--- src/rtl/code_symbol_pair_bit_packer_unit_macros.svh ---
// ---------------------------------------------------------------------------
// Assertion macros for the code/symbol pair bit packer
// Shared property wrappers, clocked on clk and disabled while in reset.
// ---------------------------------------------------------------------------
`ifndef CODE_SYMBOL_PAIR_BIT_PACKER_UNIT_MACROS_SVH
`define CODE_SYMBOL_PAIR_BIT_PACKER_UNIT_MACROS_SVH

// same-cycle implication
`define CSP_ASSERT_IMP(lbl, ante, cons, msg) \
    lbl: assert property (@(posedge clk) disable iff (!rst_n) (ante) |-> (cons)) \
        else $error(msg);

// next-cycle implication
`define CSP_ASSERT_NXT(lbl, ante, cons, msg) \
    lbl: assert property (@(posedge clk) disable iff (!rst_n) (ante) |=> (cons)) \
        else $error(msg);

`endif

--- src/rtl/csp_pkg.sv ---
`timescale 1ns / 1ps
// ---------------------------------------------------------------------------
// csp_pkg
// Widths, action codes and the merge result type of the bit packer.
// ---------------------------------------------------------------------------
package csp_pkg;

    localparam int CODE_WIDTH  = 16;
    localparam int CODE_IN_W   = 16;
    localparam int SYM_W       = 8;
    localparam int LEN_IN_W    = 5;
    localparam int BYTE_W      = 8;
    localparam int PEND_W      = 7;
    localparam int PCNT_W      = 3;
    localparam int CLEN_W      = $clog2(CODE_WIDTH + 1);
    localparam int ACC_W       = PEND_W + CODE_WIDTH + SYM_W;
    localparam int NBITS_W     = $clog2(ACC_W + 1);
    localparam int MAX_BYTES   = ACC_W / BYTE_W;
    localparam int BCNT_W      = $clog2(MAX_BYTES + 1);
    localparam int BUF_W       = MAX_BYTES * BYTE_W;

    localparam logic ACT_PAIR  = 1'b0;
    localparam logic ACT_FLUSH = 1'b1;

    typedef struct packed {
        logic [BUF_W-1:0]  bytes;
        logic [BCNT_W-1:0] nbytes;
        logic [PEND_W-1:0] pend_bits;
        logic [PCNT_W-1:0] pend_cnt;
    } csp_merge_t;

endpackage

--- src/rtl/csp_merge.sv ---
`timescale 1ns / 1ps
// ---------------------------------------------------------------------------
// csp_merge
// Appends a pair to held bits and splits off whole bytes; a flush pads them out.
// ---------------------------------------------------------------------------
module csp_merge
    import csp_pkg::*;
(
    input  logic                 action,
    input  logic [CODE_IN_W-1:0] code_value,
    input  logic [SYM_W-1:0]     symbol_byte,
    input  logic [LEN_IN_W-1:0]  bit_length,
    input  logic [PEND_W-1:0]    pend_bits,
    input  logic [PCNT_W-1:0]    pend_cnt,
    output csp_merge_t           merge
);

    logic [CLEN_W-1:0]     len_sat;
    logic [CODE_WIDTH-1:0] code_ext;
    logic [CODE_WIDTH-1:0] code_mask;
    logic [ACC_W-1:0]      acc;
    logic [NBITS_W-1:0]    sym_pos;
    logic [NBITS_W-1:0]    nbits;
    logic [BCNT_W-1:0]     nbytes;
    logic [ACC_W-1:0]      rest;

    always_comb
    begin
        if (32'(bit_length) > CODE_WIDTH)
        begin
            len_sat = CLEN_W'(CODE_WIDTH);
        end
        else
        begin
            len_sat = CLEN_W'(bit_length);
        end
        for (int i = 0; i < CODE_WIDTH; i++)
        begin
            code_mask[i] = (i < int'(len_sat));
        end
    end

    assign code_ext = CODE_WIDTH'(code_value) & code_mask;
    assign sym_pos  = NBITS_W'(pend_cnt) + NBITS_W'(len_sat);
    assign nbits    = sym_pos + NBITS_W'(SYM_W);
    assign acc      = ACC_W'(pend_bits)
                    | (ACC_W'(code_ext) << pend_cnt)
                    | (ACC_W'(symbol_byte) << sym_pos);
    assign nbytes   = BCNT_W'(nbits >> 3);
    assign rest     = acc >> (NBITS_W'(nbytes) << 3);

    always_comb
    begin
        if (action == ACT_FLUSH)
        begin
            merge.bytes     = BUF_W'(pend_bits);
            merge.nbytes    = BCNT_W'(pend_cnt != '0);
            merge.pend_bits = '0;
            merge.pend_cnt  = '0;
        end
        else
        begin
            merge.bytes     = acc[BUF_W-1:0];
            merge.nbytes    = nbytes;
            merge.pend_bits = rest[PEND_W-1:0];
            merge.pend_cnt  = nbits[PCNT_W-1:0];
        end
    end

endmodule

--- src/rtl/code_symbol_pair_bit_packer_unit.sv ---
`timescale 1ns / 1ps
// ---------------------------------------------------------------------------
// code_symbol_pair_bit_packer_unit
// LSB-first packer of code/symbol pairs into a byte stream, with flush.
// ---------------------------------------------------------------------------
// The first byte of a request is offered in the cycle after it is accepted.
// One byte per cycle on the single-byte output channel while out_ready is
// high; a pair yields 1 to 3 bytes from the byte buffer, and the next request
// can be accepted as the last byte is taken. A flush with nothing held gives no byte.
// Reset (rst_n, async, low) empties the byte buffer by zeroing its count, and clears the held bits.
module code_symbol_pair_bit_packer_unit
    import csp_pkg::*;
(
    input  logic                 clk,
    input  logic                 rst_n,
    input  logic                 in_valid,
    output logic                 in_ready,
    input  logic                 action,
    input  logic [CODE_IN_W-1:0] code_value,
    input  logic [SYM_W-1:0]     symbol_byte,
    input  logic [LEN_IN_W-1:0]  bit_length,
    output logic                 out_valid,
    input  logic                 out_ready,
    output logic [BYTE_W-1:0]    out_byte,
    output logic                 last_of_run
);

`include "code_symbol_pair_bit_packer_unit_macros.svh"

    csp_merge_t         merge;
    logic [BUF_W-1:0]   buf_reg;
    logic [BUF_W-1:0]   buf_next;
    logic [BCNT_W-1:0]  cnt_reg;
    logic [BCNT_W-1:0]  cnt_next;
    logic [PEND_W-1:0]  pend_bits_reg;
    logic [PEND_W-1:0]  pend_bits_next;
    logic [PCNT_W-1:0]  pend_cnt_reg;
    logic [PCNT_W-1:0]  pend_cnt_next;
    logic               in_acc;
    logic               pop;

    csp_merge u_merge
    (
        .action      (action),
        .code_value  (code_value),
        .symbol_byte (symbol_byte),
        .bit_length  (bit_length),
        .pend_bits   (pend_bits_reg),
        .pend_cnt    (pend_cnt_reg),
        .merge       (merge)
    );

    assign out_valid   = (cnt_reg != '0);
    assign out_byte    = buf_reg[BYTE_W-1:0];
    assign last_of_run = (cnt_reg == BCNT_W'(1));
    assign pop         = out_valid && out_ready;
    assign in_ready    = (cnt_reg == '0) || (last_of_run && out_ready);
    assign in_acc      = in_valid && in_ready;

    always_comb
    begin
        buf_next       = buf_reg;
        cnt_next       = cnt_reg;
        pend_bits_next = pend_bits_reg;
        pend_cnt_next  = pend_cnt_reg;
        if (in_acc)
        begin
            buf_next       = merge.bytes;
            cnt_next       = merge.nbytes;
            pend_bits_next = merge.pend_bits;
            pend_cnt_next  = merge.pend_cnt;
        end
        else if (pop)
        begin
            buf_next = buf_reg >> BYTE_W;
            cnt_next = cnt_reg - BCNT_W'(1);
        end
    end

    always_ff @(posedge clk or negedge rst_n)
    begin
        if (!rst_n)
        begin
            cnt_reg       <= '0;
            pend_bits_reg <= '0;
            pend_cnt_reg  <= '0;
        end
        else
        begin
            cnt_reg       <= cnt_next;
            pend_bits_reg <= pend_bits_next;
            pend_cnt_reg  <= pend_cnt_next;
        end
    end

    always_ff @(posedge clk)
    begin
        buf_reg <= buf_next;
    end

    `CSP_ASSERT_IMP(a_cnt_bound, 1'b1, cnt_reg <= BCNT_W'(MAX_BYTES), "byte count overflow")
    `CSP_ASSERT_IMP(a_pend_clean, 1'b1, (pend_bits_reg >> pend_cnt_reg) == '0, "dirty held bits")
    `CSP_ASSERT_NXT(a_pair_out, in_acc && (action == ACT_PAIR), out_valid, "pair gave no byte")
    `CSP_ASSERT_NXT(a_flush_empty, in_acc && (action == ACT_FLUSH), pend_cnt_reg == '0, "flush left bits")

endmodule

--- config.mk ---
export PLATFORM = sky130hd
export DESIGN_NAME = code_symbol_pair_bit_packer_unit
export DESIGN_NICKNAME = d
export VERILOG_FILES = /design/src/rtl/csp_pkg.sv /design/src/rtl/csp_merge.sv /design/src/rtl/code_symbol_pair_bit_packer_unit.sv
export VERILOG_INCLUDE_DIRS = /design/src /design/src/rtl
export SDC_FILE = /design/constraint.sdc
export NUM_CORES = 1
export LEC_CHECK = 0
export BUFFER_PORTS_ARGS = -buffer_cell sky130_fd_sc_hd__buf_2
export CAP_MARGIN = 5
export CORE_MARGIN = 3
export CORE_UTILIZATION = 59
export DETAILED_ROUTE_END_ITERATION = 8
export PLACE_DENSITY = 0.93
export SYNTH_ARGS = -nofsm -noshare
export SYNTH_HDL_FRONTEND = slang
export SYNTH_HIERARCHICAL = 1
export SYNTH_SLANG_ARGS = --single-unit
--- constraint.sdc ---
create_clock -name clk -period 7.3 [get_ports clk]
set_input_delay 2.19 -clock clk [delete_from_list [all_inputs] [get_ports clk]]
set_output_delay 2.19 -clock clk [all_outputs]
set_load 0.02 [all_outputs]
==> results of run 1 <==
==> report_power, final <==
group / leakage, uW / internal, uW / switching [uW]
Clock: 0.0000784 / 171 / 75.0
Combinational: 0.00112 / 336 / 524
Sequential: 0.000398 / 314 / 34.9
==> metal layers <==
layer | track usage [%] | vias up | share of wire [%]
met5 | 0 | - | 0.12
met1 | 37.2 | 1656 | 38
met3 | 7.78 | 62 | 13
met2 | 42.9 | 288 | 45
met4 | 13.1 | 2 | 4.8
li1 | - | 1632 | -
==> how the worst min path moves through the flow <==
stage / endpoint / cells after the start / slack, ns / startpoint
after floorplan: pend_bits_reg[3] / 1 / 0.48 / pend_bits_reg[3]
after global placement: pend_bits_reg[3] / 1 / 0.49 / pend_bits_reg[3]
after detailed placement: pend_bits_reg[3] / 1 / 0.50 / pend_bits_reg[3]
after CTS: pend_bits_reg[3] / 1 / 0.52 / pend_bits_reg[3]
after global routing: pend_bits_reg[3] / 1 / 0.55 / pend_bits_reg[3]
final: pend_bits_reg[3] / 1 / 0.53 / pend_bits_reg[3]
==> worst max-delay path: stages <==
cell and delay (ns):
buf_2 0.38, nor2b_1 0.10, ha_1 0.24, fa_1 0.50
xor2_2 0.62, nor2_1 0.11, o31a_1 0.33, mux2_2 0.27
a21oi_1 0.15, nor2_1 0.05, mux2_2 0.27
==> per-stage QoR <==
stage          setup slack [ns]  area [um^2]  utilization (%)  power (uW)  cells
6_report                   2.11         4020             66.3        1450    516
4_1_cts                    2.17         4020             66.3        1430    516
3_3_place_gp               1.96         3860             63.7        1150    508
5_1_grt                    1.96         4020             66.3        1530    516
2_1_floorplan              2.34         3790                -        1030    427
3_5_place_dp               1.87         3860             63.7        1180    508
==> cell families after synthesis <==
group / Yosys count
mux: 73
fa+ha+maj: 6
flops: 36
buf+inv: 54
compound gates: 126
simple gates: 130
xor+xnor: 2
==> synthesized netlist by cell type (3+ instances only) <==
cell / number
nor2_1: 39
mux2_2: 37
a21oi_1: 34
mux2i_1: 34
edfxtp_1: 24
nand2_1: 21
nor3_1: 18
o21ai_0: 17
buf_2: 13
buf_4: 12
dfrtp_1: 12
clkbuf_1: 9
inv_1: 9
and3_2: 8
nand3_1: 7
nor2b_1: 7
a21o_1: 6
nand2b_1: 6
a211oi_1: 5
and2_1: 5
ha_1: 5
o21bai_1: 5
o22ai_1: 5
a211o_1: 4
a221oi_1: 4
a22oi_1: 4
a31oi_1: 4
nor4_1: 4
a2111oi_0: 3
a311oi_1: 3
a41oi_1: 3
and3_1: 3
buf_1: 3
inv_2: 3
o21a_1: 3
==> layout by cell type, fill, tap and decap left out, types with 8 or more instances in the layout <==
master / n
nand2_1: 21
o21ai_0: 17
inv_1: 9
nor2_1: 39
dfrtp_1: 12
mux2i_1: 34
buf_2: 44
a21oi_1: 34
mux2_2: 37
edfxtp_1: 24
and3_2: 8
nor3_1: 18
==> area by class of cell <==
type / instances / area, um^2
Sequential cell: 36 / 1020
Timing Repair Buffer: 47 / 243
Inverter: 13 / 53.8
Clock inverter: 3 / 90.1
Fill cell: 476 / 2040
Tap cell: 75 / 93.8
Multi-Input combinational cell: 337 / 2450
Clock buffer: 5 / 68.8
==> summary.md, run 1 <==
| Metric | Value |
|---|---|
| Outcome | completed |
| # nets final | 480 |
| Via density | between 7 and 8 |
| Die H | ~86 um |
| CTS Buffer Depth | 2 |
| Ports | 45 |
| Total negative slack | 0 ns |
| Final ANT Viol Nets | 0 |
| Max-slew headroom | 51.2% |
| RSZ-0062 raised after global routing | false |
| Final Skew | 0.00664 ns |
| Worst Setup EP | buf_reg[12] |
| TritonCTS buffer count | 5 |
| Initial antenna violation count | 1 |
| First-pass GRT wire length | 16300 um |
| Vias | 3640 |
| Syn nets | roughly 470 |
| Worst EP required | 7.35 ns |
| # Post-CTS Setup Buffers | 0 |
| Post-Synth Adder-Cell Area | 2.18% |
| Worst EP arrival | 5.23 ns |
| Mapped Area | between 3000 and 4000 um^2 |
| Final setup viols | 0 |
| Largest net degree at the start of global routing | 36 |
| Max cap viols | 0 |
| Pleak | 0.00159 uW |
| Yosys warnings | 6 |
| Largest family of logic cells by synthesized area | compound AO/OA/AOI/OAI gates |
| Crit path capture type | flop |
| Compound-cell area share of the yosys netlist | 23.3% |
| CTS tree | yes |
| FF-to-FF path depth | 9 |
| Final Hold Fails | 0 |
| Post-route DRC | 0 |
| Yosys top cell area share | 19.0% |
| HP Class | reg -> reg |
| Layout area overhead | 6.14% |
| Die width | 86.1 um |
| Initial Utilization | 62.5% |
| Worst setup path start | bit_length[4] |
| Max rail drop VDD | ~260 uV |
| Vias in the first global route | about 3300 |
| Reg-to-reg startpoint | pend_cnt_reg[0] |
| Reg2Reg Setup Slack | 4.06 ns |
| Hold buffers post-CTS | 0 |
| Slew @ Worst Pin | about 0.73 ns |
| Total wire length | roughly 10000 um |
| Reg2Reg Capture Point | buf_reg[12] |
| Clk sinks | 36 |
| Min Hold Slack | 0.528 ns |
| ANT cells | 0 |
| PortBufs | 44 |
| Fin crit share | between 70% and 80% |
| Crit path max fanout | 25 |
| Synth Area in XOR/XNOR | 0.661% |
| Row count | 28 |
| Ranking of synthesized cells by area | edfxtp_1 19%, mux2_2 11%, mux2i_1 9.0% |
| Yosys reg bits | 36 |
| Register area share after synthesis | 27.0% |
| Synth unique cells | 70 |
| First DRT Iteration DRCs | 612 |
| Power Dens Cells | 362 nW/um^2 |
| Gr ovfl total | 0 |
| HPWL after detailed placement | 7630 um |
| Routability cong. | 1.01 |
| Max Slew Vio Count | 0 |
| Synthesized instance count | 427 |
| Overall die area | 7420 um^2 |
| Multiplexer share of the synthesized area | 21.2% |
| Fraction of the mapped netlist area in simple logic gates | 17.4% |
| Max FFs per register | 24 |
| Crit path kind | in -> reg |
| EDFF count, synth | 24 |
| Clock root cell | clkbuf_8 |
| First-pass DRT Iterations | 8 |
| Wirelength per Cell | a little over 20 um |
| Largest area contributor in the netlist | edfxtp_1 |
| Clk_lat worst skew | 0.29 ns |
| Total track usage | between 20% and 30% |
| Core Region | 6060 um^2 |
| Fin crit period | 5.19 ns |
| Post-cts resize count | 0 |
| Reg clk slew, reported paths | 0.08 ns |
| Fmax | 0.193 GHz |
| Post-synth ARST share | 33.3% |
| Startpoint Class | input pin |
| Layout cells sized above 1 | 26.8% |
| Synth Flop Type | edfxtp_1 |
| H-tree depth | 2 |
| Syn Area/Cell | just under 9 um^2 |
Power figures use the tool's default switching activity.
==> run 2, diff against run 1 <==
Clock period 7.3 ns to 5.2 ns, I/O delays scaled along.
==> summary.md, run 2 (synthesized netlist as in run 1, its figures left out) <==
| Metric | Value |
|---|---|
| Outcome | completed |
| Worst Setup EP | buf_reg[3] |
| Reg2Reg Setup Slack | 1.95 ns (-2.11 ns) |
| Final ANT Viol Nets | 0 (unchanged) |
| Pleak | 0.00159 uW (-0.26%) |
| Commonest non-fill, non-tap cells in the layout | 44 x buf_2, 39 x nor2_1, 37 x mux2_2, 34 x mux2i_1, 34 x a21oi_1 |
| Gr ovfl total | 0 (unchanged) |
| Clock root cell | clkbuf_8 |
| First-pass DRT Iterations | 6 (-2) |
| Slew @ Worst Pin | 0.745 ns (+0.0184 ns) |
| Ports | 45 (unchanged) |
| Final Skew | 0.00942 ns (+0.00278 ns) |
| ANT cells | 0 (unchanged) |
| Die H | 86.1 um (unchanged) |
| Pre-CTS WS | 0.630 ns (-1.24 ns) |
| Crit path kind | in -> reg |
| Fmax | 0.230 GHz |
| Fin crit period | 4.35 ns |
| # Post-CTS Setup Buffers | 0 (unchanged) |
| First DRT Iteration DRCs | 648 (+5.9%) |
| Layout area overhead | 5.58% |
| Post-DP Area | 3890 um^2 (+0.78%) |
| RSZ-0062 raised after global routing | false |
| Layout cells sized above 1 | 27.2% (+0.43 points) |
| Die width | 86.1 um (unchanged) |
| Reg2Reg Capture Point | buf_reg[12] |
| Worst EP arrival | 4.52 ns (-0.71 ns) |
| Initial Utilization | 62.5% (unchanged) |
| Post-cts resize count | 0 (unchanged) |
| Overall die area | 7420 um^2 (unchanged) |
| Row count | 28 (unchanged) |
| Tot Pwr | 1930 uW (+33%) |
| Power Dens Cells | 483 nW/um^2 (+34%) |
| Vias | 3600 (-1.1%) |
| HP Class | reg -> reg |
| Crit path max fanout | 19 (-24%) |
| Final worst slack | 0.847 ns (-1.27 ns) |
| Largest net degree at the start of global routing | 36 (unchanged) |
| Total track usage | 28.0% (-0.18 points) |
| First-pass GRT wire length | 16200 um (-0.51%) |
| Core Region | 6060 um^2 (unchanged) |
| Total wire length | 10300 um (-1.3%) |
| Final Hold Fails | 0 (unchanged) |
| Initial antenna violation count | 0 (-1) |
| CTS Buffer Depth | 2 (unchanged) |
| Via density | 6.92 (-1.9%) |
| Max rail drop VDD | 354 uV (+34%) |
| Worst setup path start | bit_length[4] |
| Crit path capture type | flop |
| Max Slew Vio Count | 0 (unchanged) |
| Max FFs per register | 24 (unchanged) |
| Finished Cell Area | 4000 um^2 (-0.53%) |
| Total negative slack | 0 ns (unchanged) |
| CTS tree | yes |
| Min Hold Slack | 0.512 ns (-0.0158 ns) |
| # nets final | 484 (+0.83%) |
| Fin crit share | 83.7% |
| Routability cong. | 1.02 (+1.2%) |
| H-tree depth | 2 (unchanged) |
| Startpoint Class | input pin |
| Post-route DRC | 0 (unchanged) |
| HPWL after detailed placement | 7660 um (+0.34%) |
| Max-slew headroom | 50.3% (-0.88 points) |
| Hold buffers post-CTS | 0 (unchanged) |
| Max cap viols | 0 (unchanged) |
| Vias in the first global route | 3281 (-0.82%) |
| Reg-to-reg startpoint | pend_cnt_reg[0] |
| Reg clk slew, reported paths | 0.07 ns (about the same) |
| TritonCTS buffer count | 5 (unchanged) |
| Wirelength per Cell | 19.8 um (-2.1%) |
| Clk_lat worst skew | 0.29 ns (about the same) |
| FF-to-FF path depth | 9 (unchanged) |
| Worst EP required | 5.36 ns (-1.99 ns) |
| Final setup viols | 0 (unchanged) |
| Clk sinks | 36 (unchanged) |
| Most common cell after layout, fill and taps aside | buf_2 |
| PortBufs | 44 (unchanged) |
## run 2: power by group
group / leakage [uW] / internal [uW] / switching, uW / total (uW)
logic: 0.00113 / 478 / 727 / 1200
registers: 0.000398 / 440 / 46.4 / 487
clock network: 0.0000552 / 142 / 99.2 / 241
## run 2: metal layers
layer	GRT usage [%]	part of all wire, %	up-vias
li1	-	-	1640
met1	38.1	40	1668
met2	43.8	45	247
met3	6.92	12	45
met4	9.06	3.4	0
met5	0	0	-
## run 2: layout make-up
class	instances	area (um^2)
inverter	13	53.8
timing repair buffer	51	273
tap	75	93.8
fill	502	2060
clock buffer	6	72.6
clock inverter	2	35.0
multi-input combinational	337	2450
sequential	36	1020
## run 2: worst max-delay path: stages
cell      delay, ns
buf_2          0.16
buf_4          0.26
nor2b_1        0.08
ha_1           0.46
nand3_1        0.18
a21oi_1        0.32
nor2_2         0.18
nor2_1         0.59
a21boi_0       0.18
o21ai_0        0.31
mux2_2         0.22
## run 2: worst min-delay path by stage
| stage | from | to | slack [ns] | depth (start not counted) |
|---|---|---|---|---|
| 2_1_floorplan | pend_bits_reg[3] | pend_bits_reg[3] | 0.48 | 1 |
| 3_3_place_gp | pend_bits_reg[3] | pend_bits_reg[3] | 0.49 | 1 |
| 3_5_place_dp | pend_bits_reg[3] | pend_bits_reg[3] | 0.50 | 1 |
| 4_1_cts | pend_bits_reg[3] | pend_bits_reg[3] | 0.52 | 1 |
| 5_1_grt | pend_bits_reg[3] | pend_bits_reg[3] | 0.55 | 1 |
| 6_report | pend_bits_reg[3] | pend_bits_reg[3] | 0.51 | 1 |
## run 2: per-stage QoR
stage,util (%),cells
global route,66.0,520
CTS,66.0,520
detailed placement,64.2,512
finish,66.0,520
global placement,64.2,512
floorplan,-,427
